$ cat config.mk
export PLATFORM = sky130hd
export DESIGN_NAME = pid_distance_move_controller
export DESIGN_NICKNAME = d
export VERILOG_FILES = /design/src/rtl/pdmc_pkg.sv /design/src/rtl/pid_distance_move_controller.sv
export SDC_FILE = /design/constraint.sdc
export NUM_CORES = 2
export LEC_CHECK = 0
export BUFFER_PORTS_ARGS = -buffer_cell sky130_fd_sc_hd__buf_2
export CAP_MARGIN = 10
export CORE_ASPECT_RATIO = 1.2
export CORE_MARGIN = 5
export CORE_UTILIZATION = 45
export DETAILED_ROUTE_END_ITERATION = 8
export PLACE_DENSITY_LB_ADDON = 0.15
export RECOVER_POWER = 50
export SYNTH_ARGS = -nofsm -noshare
export SYNTH_HDL_FRONTEND = slang
export SYNTH_SLANG_ARGS = --single-unit
$ cat constraint.sdc
create_clock -name clk -period 34.9 [get_ports clk]
set_input_delay 1.745 -clock clk [delete_from_list [all_inputs] [get_ports clk]]
set_output_delay 1.745 -clock clk [all_outputs]
set_load 0.02 [all_outputs]
$ cat src/rtl/pdmc_pkg.sv
// Shared types, constants and the control program of the PID distance move controller.
// Depends on nothing; imported by the top level and by its checker.
package pdmc_pkg;

  // Request and result payloads
  typedef struct packed {
    logic               start_move;
    logic signed [23:0] left_position;
    logic signed [23:0] right_position;
    logic        [7:0]  elapsed_ms;
  } in_req_t;

  typedef struct packed {
    logic signed [7:0]  drive_percent;
    logic               move_done;
    logic signed [31:0] position_error;
  } out_res_t;

  // Configuration port
  localparam int unsigned CFG_IDX_W  = 3;
  localparam int unsigned CFG_DATA_W = 32;

  typedef enum logic [CFG_IDX_W-1:0] {
    CFG_TARGET = 3'd0,
    CFG_CIRC   = 3'd1,
    CFG_KP     = 3'd2,
    CFG_KI     = 3'd3,
    CFG_KD     = 3'd4,
    CFG_TOL    = 3'd5,
    CFG_SETTLE = 3'd6
  } cfg_reg_t;

  // Register reset values
  localparam logic signed [31:0] TARGET_RST = 32'sd0;
  localparam logic [23:0]        CIRC_RST   = 24'd823550;
  localparam logic [23:0]        KP_RST     = 24'd327680;
  localparam logic [23:0]        KI_RST     = 24'd5243;
  localparam logic [23:0]        KD_RST     = 24'd0;
  localparam logic [30:0]        TOL_RST    = 31'd65536;
  localparam logic [15:0]        SETTLE_RST = 16'd50;

  // Settle timer
  localparam int unsigned TIMER_W   = 17;
  localparam logic [TIMER_W-1:0] TIMER_MAX = '1;

  // Shared multiplier, unsigned 32 x 24
  localparam int unsigned MUL_A_W = 32;
  localparam int unsigned MUL_B_W = 24;
  localparam int unsigned MUL_P_W = MUL_A_W + MUL_B_W;

  // Radix-16 digit divider: distance / 720 = (m >> 4) / 45,
  // error change / 5000 = (m >> 3) / 625
  localparam int unsigned DIGIT_W    = 4;
  localparam int unsigned DIV_NUM_W  = 44;
  localparam int unsigned DIV_STEPS  = DIV_NUM_W / DIGIT_W;
  localparam int unsigned DIV_CNT_W  = 4;
  localparam int unsigned DIV_REM_W  = 10;
  localparam int unsigned DIV_X_W    = DIV_REM_W + DIGIT_W;
  localparam int unsigned DIST_SHIFT = 4;
  localparam int unsigned DIST_DIV   = 45;
  localparam int unsigned DLT_SHIFT  = 3;
  localparam int unsigned DLT_DIV    = 625;

  // Datapath widths
  localparam int unsigned DLT_W  = 22;
  localparam int unsigned TMAG_W = 43;
  localparam int unsigned TERM_W = TMAG_W + 1;
  localparam int unsigned SUM_W  = TERM_W + 2;
  localparam logic [TMAG_W-1:0] TERM_CLAMP = TMAG_W'(64'd1 << 42);
  localparam int unsigned PCT_MAX = 100;

  // k times the selected divisor, for the digit compares
  function automatic logic [DIV_X_W-1:0] div_multiple(input logic by_dlt,
                                                      input int unsigned k);
    return by_dlt ? DIV_X_W'(k * DLT_DIV) : DIV_X_W'(k * DIST_DIV);
  endfunction

  // Control program
  localparam int unsigned UPC_W = 5;

  typedef enum logic [3:0] {
    U_DMUL,   // position sum times circumference
    U_DSET,   // load divider with distance product
    U_DIGIT,  // one radix-16 quotient digit
    U_ERR,    // error from distance, saturate
    U_INTEG,  // integral update, load divider with error change
    U_DELTA,  // derivative input from quotient, clear sum
    U_MHI,    // high word of term magnitude times gain
    U_MLO,    // low word of term magnitude times gain
    U_TERM,   // assemble term, add to sum
    U_FINAL   // percent, settle timer, result
  } uop_t;

  typedef enum logic [1:0] {
    T_ERR,
    T_INT,
    T_DLT
  } term_sel_t;

  typedef enum logic [1:0] {
    J_NEXT,   // fall through
    J_LOOP,   // repeat until last digit
    J_DONE,   // jump when the move is done
    J_END     // end of program
  } jmp_t;

  typedef struct packed {
    uop_t             op;
    term_sel_t        term;
    jmp_t             jmp;
    logic [UPC_W-1:0] target;
  } uword_t;

  localparam logic [UPC_W-1:0] UPC_DIG_DIST = 5'd2;
  localparam logic [UPC_W-1:0] UPC_DIG_DLT  = 5'd5;
  localparam logic [UPC_W-1:0] UPC_FINAL    = 5'd16;

  function automatic uword_t ucode(input logic [UPC_W-1:0] pc);
    uword_t w;
    w = '{op: U_FINAL, term: T_ERR, jmp: J_END, target: UPC_FINAL};
    case (pc)
      5'd0:  w = '{op: U_DMUL,  term: T_ERR, jmp: J_NEXT, target: '0};
      5'd1:  w = '{op: U_DSET,  term: T_ERR, jmp: J_NEXT, target: '0};
      5'd2:  w = '{op: U_DIGIT, term: T_ERR, jmp: J_LOOP, target: UPC_DIG_DIST};
      5'd3:  w = '{op: U_ERR,   term: T_ERR, jmp: J_DONE, target: UPC_FINAL};
      5'd4:  w = '{op: U_INTEG, term: T_ERR, jmp: J_NEXT, target: '0};
      5'd5:  w = '{op: U_DIGIT, term: T_ERR, jmp: J_LOOP, target: UPC_DIG_DLT};
      5'd6:  w = '{op: U_DELTA, term: T_ERR, jmp: J_NEXT, target: '0};
      5'd7:  w = '{op: U_MHI,   term: T_ERR, jmp: J_NEXT, target: '0};
      5'd8:  w = '{op: U_MLO,   term: T_ERR, jmp: J_NEXT, target: '0};
      5'd9:  w = '{op: U_TERM,  term: T_ERR, jmp: J_NEXT, target: '0};
      5'd10: w = '{op: U_MHI,   term: T_INT, jmp: J_NEXT, target: '0};
      5'd11: w = '{op: U_MLO,   term: T_INT, jmp: J_NEXT, target: '0};
      5'd12: w = '{op: U_TERM,  term: T_INT, jmp: J_NEXT, target: '0};
      5'd13: w = '{op: U_MHI,   term: T_DLT, jmp: J_NEXT, target: '0};
      5'd14: w = '{op: U_MLO,   term: T_DLT, jmp: J_NEXT, target: '0};
      5'd15: w = '{op: U_TERM,  term: T_DLT, jmp: J_NEXT, target: '0};
      5'd16: w = '{op: U_FINAL, term: T_ERR, jmp: J_END,  target: UPC_FINAL};
      default: ;
    endcase
    return w;
  endfunction

endpackage

$ cat src/rtl/pid_distance_move_controller.sv
// A request is taken only while idle; in_stall stays high until the control program
// has issued the sample's result, so a new sample waits until the last is through.
// The program makes two 11-digit passes through the shared radix-16 divider and
// seven products on the one 32x24 multiplier; a done move skips to the final step.
// Reset (rst_n low at a clock edge) restores register defaults, clears the move state
// and drops any sample in flight; the block takes a request in the next cycle.
module pid_distance_move_controller
  import pdmc_pkg::*;
#(
  parameter int unsigned INTEGRAL_BITS = 48
) (
  input  logic                  clk,
  input  logic                  rst_n,
  input  logic                  in_valid,
  output logic                  in_stall,
  input  in_req_t               in_data,
  output logic                  out_valid,
  input  logic                  out_stall,
  output out_res_t              out_data,
  input  logic                  cfg_valid,
  output logic                  cfg_ready,
  input  logic [CFG_IDX_W-1:0]  cfg_index,
  input  logic [CFG_DATA_W-1:0] cfg_data
);

  localparam int unsigned IB = INTEGRAL_BITS;
  localparam logic signed [IB-1:0] INT_MAX = {1'b0, {(IB-1){1'b1}}};
  localparam logic signed [IB-1:0] INT_MIN = {1'b1, {(IB-1){1'b0}}};

  typedef enum logic {ST_IDLE, ST_RUN} st_t;

  // Control state
  st_t                     state_r, state_nxt;
  logic [UPC_W-1:0]        pc_r, pc_nxt;
  logic                    out_valid_r, out_valid_nxt;
  out_res_t                out_data_r, out_data_nxt;

  // Configuration registers
  logic signed [31:0]      target_r, target_nxt;
  logic [23:0]             circ_r, circ_nxt;
  logic [23:0]             kp_r, kp_nxt;
  logic [23:0]             ki_r, ki_nxt;
  logic [23:0]             kd_r, kd_nxt;
  logic [30:0]             tol_r, tol_nxt;
  logic [15:0]             settle_r, settle_nxt;

  // Move state
  logic signed [IB-1:0]    integ_r, integ_nxt;
  logic signed [31:0]      prev_r, prev_nxt;
  logic [TIMER_W-1:0]      timer_r, timer_nxt;
  logic                    done_r, done_nxt;

  // Working registers
  in_req_t                 samp_r, samp_nxt;
  logic [MUL_P_W-1:0]      prod_r, prod_nxt;
  logic [MUL_P_W-1:0]      hprod_r, hprod_nxt;
  logic                    neg_r, neg_nxt;
  logic [DIV_NUM_W-1:0]    num_r, num_nxt;
  logic [DIV_REM_W-1:0]    rem_r, rem_nxt;
  logic [DIV_CNT_W-1:0]    cnt_r, cnt_nxt;
  logic                    div_dlt_r, div_dlt_nxt;
  logic signed [31:0]      err_r, err_nxt;
  logic signed [DLT_W-1:0] delta_r, delta_nxt;
  logic signed [SUM_W-1:0] sum_r, sum_nxt;

  // Combinational datapath
  uword_t                  uw;
  logic                    in_acc;
  logic                    fin_go;
  logic signed [24:0]      pos_sum;
  logic [24:0]             pos_mag;
  logic signed [63:0]      term_x;
  logic                    term_neg;
  logic [63:0]             term_mag;
  logic [MUL_B_W-1:0]      gain;
  logic [MUL_A_W-1:0]      mul_a;
  logic [MUL_B_W-1:0]      mul_b;
  logic [MUL_P_W-1:0]      mul_p;
  logic                    clamp_hi;
  logic [TMAG_W-1:0]       t_raw;
  logic [TMAG_W-1:0]       t_mag;
  logic signed [TERM_W-1:0] term_val;
  logic [DIV_X_W-1:0]      div_x;
  logic [DIV_X_W-1:0]      div_sub;
  logic [DIGIT_W-1:0]      div_q;
  logic signed [45:0]      quo_s;
  logic signed [45:0]      dist_s;
  logic signed [46:0]      err_wide;
  logic signed [31:0]      err_sat;
  logic signed [IB:0]      isum;
  logic signed [32:0]      diff;
  logic [32:0]             diff_mag;
  logic [SUM_W-1:0]        sum_mag;
  logic [SUM_W-17:0]       pct_q;
  logic [6:0]              pct_mag;
  logic signed [7:0]       pct;
  logic [31:0]             aerr;
  logic [TIMER_W:0]        timer_add;
  logic [TIMER_W-1:0]      timer_sat;
  logic [TIMER_W-1:0]      timer_new;
  logic                    done_new;

  assign uw        = ucode(pc_r);
  assign in_stall  = (state_r != ST_IDLE);
  assign in_acc    = in_valid && !in_stall;
  assign fin_go    = !out_valid_r || !out_stall;
  assign cfg_ready = 1'b1;
  assign out_valid = out_valid_r;
  assign out_data  = out_data_r;

  // Position sum and its magnitude
  always_comb begin
    pos_sum = 25'(samp_r.left_position) + 25'(samp_r.right_position);
    pos_mag = pos_sum[24] ? 25'(-pos_sum) : 25'(pos_sum);
  end

  // Select the term operand and its gain
  always_comb begin
    case (uw.term)
      T_ERR:   begin term_x = 64'(err_r);   gain = kp_r; end
      T_INT:   begin term_x = 64'(integ_r); gain = ki_r; end
      T_DLT:   begin term_x = 64'(delta_r); gain = kd_r; end
      default: begin term_x = '0;           gain = '0;   end
    endcase
    term_neg = term_x[63];
    term_mag = term_neg ? 64'(-term_x) : 64'(term_x);
  end

  // Shared multiplier
  always_comb begin
    case (uw.op)
      U_DMUL:  begin mul_a = MUL_A_W'(pos_mag); mul_b = circ_r; end
      U_MHI:   begin mul_a = term_mag[63:32];   mul_b = gain;   end
      U_MLO:   begin mul_a = term_mag[31:0];    mul_b = gain;   end
      default: begin mul_a = '0;                mul_b = '0;     end
    endcase
    mul_p = MUL_P_W'(mul_a) * MUL_P_W'(mul_b);
  end

  // Assemble a gain term: clamp magnitude at 2^42, rounded toward zero
  always_comb begin
    clamp_hi = |hprod_r[MUL_P_W-1:26];
    t_raw    = TMAG_W'({hprod_r[25:0], 16'b0}) + TMAG_W'(prod_r[MUL_P_W-1:16]);
    t_mag    = (clamp_hi || (t_raw > TERM_CLAMP)) ? TERM_CLAMP : t_raw;
    term_val = term_neg ? -$signed({1'b0, t_mag}) : $signed({1'b0, t_mag});
  end

  // One radix-16 quotient digit
  always_comb begin
    div_x   = {rem_r, num_r[DIV_NUM_W-1 -: DIGIT_W]};
    div_q   = '0;
    div_sub = '0;
    for (int unsigned k = 1; k < (1 << DIGIT_W); k++) begin
      if (div_x >= div_multiple(div_dlt_r, k)) begin
        div_q   = DIGIT_W'(k);
        div_sub = div_multiple(div_dlt_r, k);
      end
    end
  end

  // Error, integral and error change
  always_comb begin
    quo_s    = $signed({2'b0, num_r});
    dist_s   = neg_r ? -quo_s : quo_s;
    err_wide = 47'(target_r) - 47'(dist_s);
    if ((&err_wide[46:31]) || !(|err_wide[46:31])) begin
      err_sat = err_wide[31:0];
    end else begin
      err_sat = err_wide[46] ? 32'sh8000_0000 : 32'sh7fff_ffff;
    end
    isum     = (IB+1)'(integ_r) + (IB+1)'(err_r);
    diff     = 33'(err_r) - 33'(prev_r);
    diff_mag = diff[32] ? 33'(-diff) : 33'(diff);
  end

  // Percent and settle timer
  always_comb begin
    sum_mag   = sum_r[SUM_W-1] ? SUM_W'(-sum_r) : SUM_W'(sum_r);
    pct_q     = sum_mag[SUM_W-1:16];
    pct_mag   = (pct_q > (SUM_W-16)'(PCT_MAX)) ? 7'(PCT_MAX) : pct_q[6:0];
    pct       = sum_r[SUM_W-1] ? -$signed({1'b0, pct_mag}) : $signed({1'b0, pct_mag});
    aerr      = err_r[31] ? 32'(-err_r) : 32'(err_r);
    timer_add = (TIMER_W+1)'(timer_r) + (TIMER_W+1)'(samp_r.elapsed_ms);
    timer_sat = timer_add[TIMER_W] ? TIMER_MAX : timer_add[TIMER_W-1:0];
    timer_new = (aerr > {1'b0, tol_r}) ? '0 : timer_sat;
    done_new  = timer_new > TIMER_W'(settle_r);
  end

  // Sequencer and register updates
  always_comb begin
    state_nxt     = state_r;
    pc_nxt        = pc_r;
    out_valid_nxt = out_valid_r;
    out_data_nxt  = out_data_r;
    target_nxt    = target_r;
    circ_nxt      = circ_r;
    kp_nxt        = kp_r;
    ki_nxt        = ki_r;
    kd_nxt        = kd_r;
    tol_nxt       = tol_r;
    settle_nxt    = settle_r;
    integ_nxt     = integ_r;
    prev_nxt      = prev_r;
    timer_nxt     = timer_r;
    done_nxt      = done_r;
    samp_nxt      = samp_r;
    prod_nxt      = prod_r;
    hprod_nxt     = hprod_r;
    neg_nxt       = neg_r;
    num_nxt       = num_r;
    rem_nxt       = rem_r;
    cnt_nxt       = cnt_r;
    div_dlt_nxt   = div_dlt_r;
    err_nxt       = err_r;
    delta_nxt     = delta_r;
    sum_nxt       = sum_r;

    // Drop a result once it is taken
    if (out_valid_r && !out_stall) begin
      out_valid_nxt = 1'b0;
    end

    // Register writes
    if (cfg_valid) begin
      case (cfg_index)
        CFG_TARGET: target_nxt = cfg_data;
        CFG_CIRC:   circ_nxt   = cfg_data[23:0];
        CFG_KP:     kp_nxt     = cfg_data[23:0];
        CFG_KI:     ki_nxt     = cfg_data[23:0];
        CFG_KD:     kd_nxt     = cfg_data[23:0];
        CFG_TOL:    tol_nxt    = cfg_data[30:0];
        CFG_SETTLE: settle_nxt = cfg_data[15:0];
        default: ;
      endcase
    end

    case (state_r)
      ST_IDLE: begin
        // Take a request, clear move state on start
        if (in_acc) begin
          samp_nxt  = in_data;
          state_nxt = ST_RUN;
          pc_nxt    = '0;
          if (in_data.start_move) begin
            integ_nxt = '0;
            prev_nxt  = '0;
            timer_nxt = '0;
            done_nxt  = 1'b0;
          end
        end
      end
      ST_RUN: begin
        // Execute the current control word
        case (uw.op)
          U_DMUL: begin
            prod_nxt = mul_p;
            neg_nxt  = pos_sum[24];
          end
          U_DSET: begin
            num_nxt     = prod_r[DIST_SHIFT +: DIV_NUM_W];
            rem_nxt     = '0;
            cnt_nxt     = '0;
            div_dlt_nxt = 1'b0;
          end
          U_DIGIT: begin
            num_nxt = {num_r[DIV_NUM_W-DIGIT_W-1:0], div_q};
            rem_nxt = DIV_REM_W'(div_x - div_sub);
            cnt_nxt = cnt_r + 1'b1;
          end
          U_ERR: begin
            err_nxt = err_sat;
          end
          U_INTEG: begin
            if (isum[IB] != isum[IB-1]) begin
              integ_nxt = isum[IB] ? INT_MIN : INT_MAX;
            end else begin
              integ_nxt = isum[IB-1:0];
            end
            num_nxt     = DIV_NUM_W'(diff_mag[32:DLT_SHIFT]);
            neg_nxt     = diff[32];
            rem_nxt     = '0;
            cnt_nxt     = '0;
            div_dlt_nxt = 1'b1;
          end
          U_DELTA: begin
            delta_nxt = neg_r ? -$signed(num_r[DLT_W-1:0]) : $signed(num_r[DLT_W-1:0]);
            sum_nxt   = '0;
          end
          U_MHI: begin
            prod_nxt = mul_p;
          end
          U_MLO: begin
            hprod_nxt = prod_r;
            prod_nxt  = mul_p;
          end
          U_TERM: begin
            sum_nxt = sum_r + SUM_W'(term_val);
          end
          U_FINAL: begin
            if (fin_go) begin
              out_valid_nxt               = 1'b1;
              out_data_nxt.position_error = err_r;
              if (done_r) begin
                out_data_nxt.drive_percent = '0;
                out_data_nxt.move_done     = 1'b1;
              end else begin
                prev_nxt                   = err_r;
                timer_nxt                  = timer_new;
                done_nxt                   = done_new;
                out_data_nxt.drive_percent = done_new ? 8'sd0 : pct;
                out_data_nxt.move_done     = done_new;
              end
            end
          end
          default: ;
        endcase

        // Advance the step counter
        case (uw.jmp)
          J_NEXT: pc_nxt = pc_r + 1'b1;
          J_LOOP: pc_nxt = (cnt_r != DIV_CNT_W'(DIV_STEPS - 1)) ? uw.target : pc_r + 1'b1;
          J_DONE: pc_nxt = done_r ? uw.target : pc_r + 1'b1;
          J_END: begin
            if (fin_go) begin
              state_nxt = ST_IDLE;
            end
          end
          default: pc_nxt = pc_r + 1'b1;
        endcase
      end
      default: state_nxt = ST_IDLE;
    endcase
  end

  // State and registered outputs
  always_ff @(posedge clk) begin
    out_data_r <= out_data_nxt;
    samp_r     <= samp_nxt;
    prod_r     <= prod_nxt;
    hprod_r    <= hprod_nxt;
    neg_r      <= neg_nxt;
    num_r      <= num_nxt;
    rem_r      <= rem_nxt;
    cnt_r      <= cnt_nxt;
    div_dlt_r  <= div_dlt_nxt;
    err_r      <= err_nxt;
    delta_r    <= delta_nxt;
    sum_r      <= sum_nxt;
    if (!rst_n) begin
      state_r     <= ST_IDLE;
      pc_r        <= '0;
      out_valid_r <= 1'b0;
      target_r    <= TARGET_RST;
      circ_r      <= CIRC_RST;
      kp_r        <= KP_RST;
      ki_r        <= KI_RST;
      kd_r        <= KD_RST;
      tol_r       <= TOL_RST;
      settle_r    <= SETTLE_RST;
      integ_r     <= '0;
      prev_r      <= '0;
      timer_r     <= '0;
      done_r      <= 1'b0;
    end else begin
      state_r     <= state_nxt;
      pc_r        <= pc_nxt;
      out_valid_r <= out_valid_nxt;
      target_r    <= target_nxt;
      circ_r      <= circ_nxt;
      kp_r        <= kp_nxt;
      ki_r        <= ki_nxt;
      kd_r        <= kd_nxt;
      tol_r       <= tol_nxt;
      settle_r    <= settle_nxt;
      integ_r     <= integ_nxt;
      prev_r      <= prev_nxt;
      timer_r     <= timer_nxt;
      done_r      <= done_nxt;
    end
  end

endmodule

-- Yosys cells after proc, flatten, opt, wreduce, memory -nomap -nowiden
Cells that the tools add are included.
Widths: inputs -> output; s select.
- output and inout port bits: 44
- input bits: 97
- word-level logic and storage cells: 273
- flip-flop bits (word level): 649
- reductions and logical operators: 49
- equal/unequal tests: 44
- order comparisons: 19
- add/sub/neg operators: 19
- muxes and demuxes: 108
- multipliers: 1
- bitwise operators: 2
- operators with widths (operator ; count):
    $mux 32 ; 8
    $mux 48 ; 5
    $pmux 13 s16 ; 1
    $pmux 64 s3 ; 1
    $mux 10 ; 16
    $pmux 44 s3 ; 1
    $mux 17 ; 7
    $ge 14x13->1 ; 7
    $pmux 32 s3 ; 1
    $pmux 48 s2 ; 1
    $mux 46 ; 2
    $pmux 46 s2 ; 1
    $mux 13 ; 7
    $pmux 24 s3 ; 1
    $mux 64 ; 1
    $neg 64->64 ; 1
    $pmux 32 s2 ; 1
    $mul 32x24->56 ; 1
    $mux 4 ; 14
    $add 48x32->49 ; 1
    $pmux 24 s2 ; 1
    $sub 32x46->47 ; 1
    $add 46x44->46 ; 1
    $neg 44->46 ; 1
    76 further kinds ; 160

-- Logic depth before layout (Yosys ltp)
- depth after elaboration: 19
- depth in mapped cells: 48
- depth with buffers taken out: 43

-- Least setup slack after synthesis
No wires, ideal clock.
- path type: reg2reg
- start: register pc_r[0]
- end: register prod_r[53] (data pin)
- data required time: 34641 ps
- arrival time: 10843 ps
- stages on the path, launching flop included: 44
- clock period less this slack: 11101 ps
- setup slack: 23799 ps
- path through: dfxtp_1 > inv_1 > ha_1 > or3_1 > nand3_1 > buf_4 > buf_6 > mux2_2 > a22oi_2 > ha_1 > inv_1 > a211oi_1 > nand4_1 > or2_2 > nor3_2 > nand2_1 > o31a_1 > xnor2_1 > [... 8 more ...] > fa_1 > fa_1 > inv_1 > fa_1 > inv_1 > ha_1 > clkbuf_1 > nand4_1 > or2_2 > nor2_1 > or4b_2 > a2111oi_0 > o21ai_0 > a21boi_0 > o21ai_0 > a21boi_0 > nor2_1 > xnor2_1
- cells in the longest elaborated chain, start to end: 8
- elaborated cells between the ends (all ways): 31
- RTL lines (element ; line ; source):
    start, declared ; pid_distance_move_controller.sv:34 ; logic [UPC_W-1:0] pc_r, pc_nxt;
    start signal, assigned ; pid_distance_move_controller.sv:366 ; pc_r <= pc_nxt;
    $eq 5x4->1 (tied with other cells) ; pdmc_pkg.sv:121 ; case (pc)
    $pmux 13 s16 (*) ; pdmc_pkg.sv:121 ;
    $eq 2x2->1 (tied with other cells) ; pid_distance_move_controller.sv:119 ; case (uw.term)
    $pmux 64 s3 ; pid_distance_move_controller.sv:119 ;
    $neg 64->64 ; pid_distance_move_controller.sv:126 ; term_mag = term_neg ? 64'(-term_x) : 64'(term_x);
    $mux 64 ; pid_distance_move_controller.sv:126 ;
    $pmux 32 s3 ; pid_distance_move_controller.sv:131 ; case (uw.op)
    $mul 32x24->56 (*) ; pid_distance_move_controller.sv:137 ; mul_p = MUL_P_W'(mul_a) * MUL_P_W'(mul_b);
    net mul_p[53] ; pid_distance_move_controller.sv:78 ; logic [MUL_P_W-1:0] mul_p;
    end signal, assigned ; pid_distance_move_controller.sv:339 ; prod_r <= prod_nxt;
    end, declared ; pid_distance_move_controller.sv:55 ; logic [MUL_P_W-1:0] prod_r, prod_nxt;
The timed path passes the listed nets; every way through them passes the cells marked *.
A chain may end at the register's enable or synchronous reset.

-- Worst setup path after layout
- start: register pc_r[0]
- end: register prod_r[50] (data pin)
Same word-level chain as after synthesis.

==> results.md <==
- The flow ran to the end, but the final reports show violations.
- The checks that failed: max-capacitance violations, max-slew violations.
- Counting the fill cells in the layout gives between 15,000 and 20,000.
- In the final routing, the length of wire on met1 measures roughly 100 mm.
- The area taken by multi-input logic gates is around 0.05 sq mm.
- The share of layout cells above drive strength 1 is 6.10%.
- The layout net count is ~9,700.
- In this run, CTS created clock tree buffers numbering 78.
- The total of warnings raised by yosys is 0.
- The launch instance of the worst min-delay path is prod_r[3]$_DFFE_PP_.
- The congestion estimate from routability-driven global placement came to 0.959.
- The number of nets in the synthesized netlist is between 9,000 and 10,000.
- The full die area is roughly 0.17 sq mm.
- The max-slew violation count came to between 500 and 600.
- Setup total negative slack on the finished layout was measured at 0 ns.
- The peak per-stage delay on the critical path is between 0.9 and 1 ns.
- The number of setup buffers added after CTS is 0.
- The number of placed cells counting well taps is about 10,000.
- The number of synthesized flops with an enable pin is between 300 and 400.
- The required time of the critical path is between 30 and 40 ns.
- In this run the horizontal extent of the chip is about 370 um.
- The number of global-route vias before repair is between 60,000 and 70,000.
- The source-to-sink clock delay at the later pin of the worst-skew pair is 0.71 ns.
- The critical-path maximum fanout is 55.
- The average instance in the mapped netlist occupies ~8.5 sq um.
- Setup repair after global routing left no endpoint under its margin.
- The tightest min-delay check is of the reg2reg type.
- The number of synthesized register bits is about 650.
- The final period utilization is a little under two fifths.
- The via count normalized by instance count is 5.84.
- Signal routing reaches up to met5.
- In the synthesized netlist the dominant register cell turns out to be edfxtp_1.
- The overflow left after global routing is 0.
- The kind of start point of the critical path is a flop.
- The number of I/O port buffers is about 140.
- Yosys attributes the largest share of cell area to fa_1 19%, edfxtp_1 15%, ha_1 8.7%.
- The share of Yosys cell area claimed by the top area cell type is a little under a fifth.
- The worst slew slack as a fraction of its limit is -176%.
- STA classifies the critical path endpoint as a flop.
- The number of buffers inserted by hold repair at cts is 0.
- Pin placement for this block handled ~140 I/O pins.
- The reg-to-reg startpoint is pc_r[0]$_SDFFE_PN0P_.
- After legalization and detailed placement, the total HPWL measured between 150 and 200 mm.
- The initial antenna violation count is 11.
- Relative to the synthesized area, the layout overhead comes to 7.87%.
- The cell area after technology mapping is between 0.07 and 0.08 sq mm.
- The core region area is 0.159 sq mm.
- The hold violation total from the final report is 0.
- After detailed routing, the number of remaining DRC violations is 0.
- Across the run, the number of max-cap violations was 11.
- The clock sink total is around 650.
- The cell type of the slowest stage on the worst timing path is nand3_1.
- For the final database, setup skew stands at approximately 0.086 ns.
- Wire segments on met3 add up to approximately 17 mm in the final route.
- Summing all flip-flop and latch instances after layout gives ~0.017 sq mm.
- The cell at the root of the clock tree is clkbuf_16.
- For this run, the total global-route usage over all layers was measured as ~29%.
- The number of detailed-routing iterations run before antenna repair is 7.
- The cell count after synthesis came out at 8,458.
- STA puts the critical path data arrival time at about 14 ns.
- The initial detailed-routing violation count is about 5,100.
- The most used cell along the critical path is fa_1.
- Derived from the worst setup path, the maximum achievable clock frequency is between 70 and 80 MHz.
- For the pin with the worst max-slew slack, the measured transition is between 4 and 5 ns.
- Once detail routing completed, the nets flagged for antenna violations numbered 0.
- The count of endpoints failing setup in the final report is 0.
- By startpoint and endpoint, the worst setup path is classified as reg2reg.
- The number of unique standard cell types used by synthesis is approximately 120.
- Cells fill 48.9% of the core in the end.
- The post-cts resize count is 0.
- TritonCTS built the clock tree.
- The first global-routing pass estimated around 380 mm of wire.
- The most area-hungry cell type in the Yosys netlist is fa_1.
- The number of placement rows is 160.
- Of the synthesized area, sequential elements account for between 20% and 30%.
- The critical path starts at pc_r[0]$_SDFFE_PN0P_.
- The via total after detailed routing is between 60,000 and 70,000.
- The starting density of the core is between 40% and 50%.
- The wire length after detailed routing is approximately 250 mm.
- The maximum clock insertion buffer count is 3.
- The mean routed wirelength per cell is 23.2 um.
- The routed design could run at a clock period as short as ~13 ns.
- The H-tree generated during clock tree synthesis spans 3 levels.
- After clock tree synthesis, the clock-pin slew on the worst setup and hold paths is ~0.060 ns.
- After the flow finishes, the layout carries non-filler instances totaling approximately 11,000.
- The die extent in y is 448 um.
- Detailed routing placed a total of approximately 120 mm of wire on met2.
- Counting flops with an async set or reset pin after synthesis yields a share of 0%.
- Entering global routing, the biggest net connects 98 pins.
## Yosys cell counts (62+ instances only)
library cell	n
a21boi_0	222
a21o_1	182
a21oi_1	457
a22oi_1	62
a31oi_1	73
and2_1	198
clkbuf_1	321
dfxtp_1	280
edfxtp_1	369
fa_1	666
ha_1	501
inv_1	1013
nand2_1	1364
nand3_1	181
nand4_1	67
nor2_1	416
nor2b_1	77
nor3_1	128
o21a_1	85
o21ai_0	370
xnor2_1	250
xor2_1	163
## cell type report
type,instances,area share (%)
sequential,649,21.5
inverter,1015,4.91
clock buffer,94,2.67
multi-input combinational,6395,64.6
timing repair buffer,272,1.98
antenna,8,0.0258
clock inverter,49,0.884
tap,2106,3.40
## path summary, 6_finish.rpt
kind | slack, ns | to | cells past startpoint
max | 21.69 | prod_r[50]$_DFFE_PP_ | 41
min | 0.42 | hprod_r[3]$_DFFE_PP_ | 0
max reg2reg | 21.69 | prod_r[50]$_DFFE_PP_ | 41
min reg2reg | 0.42 | hprod_r[3]$_DFFE_PP_ | 0
## worst max-delay path: cells and delay by family, from the launching register on
family                     cells  cell delay [ns]
DFF                            1             0.36
AOI/OAI and AO/OA             15             4.21
and+or+nand+nor                9             2.94
adders and majority gates     11             4.41
xor gates and xnor gates       1             0.17
buffers and inverters          5             0.79
## layout by cell type, fill, tap and decap left out, drive strengths merged, types with 64 or more instances in the layout
cell | synthesis | layout
nand2 | 1364 | 1364
inv | 1013 | 1019
fa | 666 | 666
ha | 501 | 501
a21oi | 459 | 459
nor2 | 420 | 420
o21ai | 396 | 396
edfxtp | 369 | 369
dfxtp | 280 | 280
xnor2 | 250 | 250
a21boi | 223 | 223
and2 | 199 | 199
buf | 76 | 197
nand3 | 183 | 183
a21o | 182 | 182
clkbuf | 323 | 169
xor2 | 163 | 163
nor3 | 131 | 131
o21a | 85 | 85
nor2b | 77 | 77
a31oi | 74 | 74
nand4 | 67 | 67
a22oi | 64 | 64
## cell families after synthesis
group / Yosys count / share of synthesized area [%]
and+or+nand+nor: 2808 / 18.2
AOI/OAI and AO/OA: 1930 / 17.7
buffers and inverters: 1414 / 7.54
adders and majority gates: 1167 / 27.3
DFF: 649 / 23.2
xor gates and xnor gates: 413 / 5.03
muxes: 76 / 1.12
other: 1 / 0.00522
## routing by layer
metal  vias to the layer above  global-route usage [%]
met4                         6                    9.91
met1                     30610                    37.5
met3                       473                    4.93
met5                         -                       0
met2                      2172                    48.6
li1                      28571                       -
## through the flow
| stage | area (sq um) | worst slack, ns | hold WS (ns) |
|---|---|---|---|
| after floorplan | 71900 | 23.80 | 0.400 |
| after global placement | 75000 | 22.10 | 0.405 |
| after detailed placement | 75000 | 21.94 | 0.405 |
| after CTS | 77800 | 21.91 | 0.419 |
| after global routing | 77600 | 20.98 | 0.432 |
| final | 77600 | 21.69 | 0.419 |
## state kept, by name, indices dropped and copies added, names as in the netlist, 22 cells and up
name,cells
prev_r,32
kp_r,24
integ_r,48
err_r,32
ki_r,24
sum_r,46
out_data,41
tol_r,31
hprod_r,56
samp_r,56
circ_r,24
prod_r,56
num_r,44
target_r,32
delta_r,22
kd_r,24
Power is left out: the tool's default activity adds up to more than one toggle a clock period on the data nets, which glitch-free logic cannot reach.
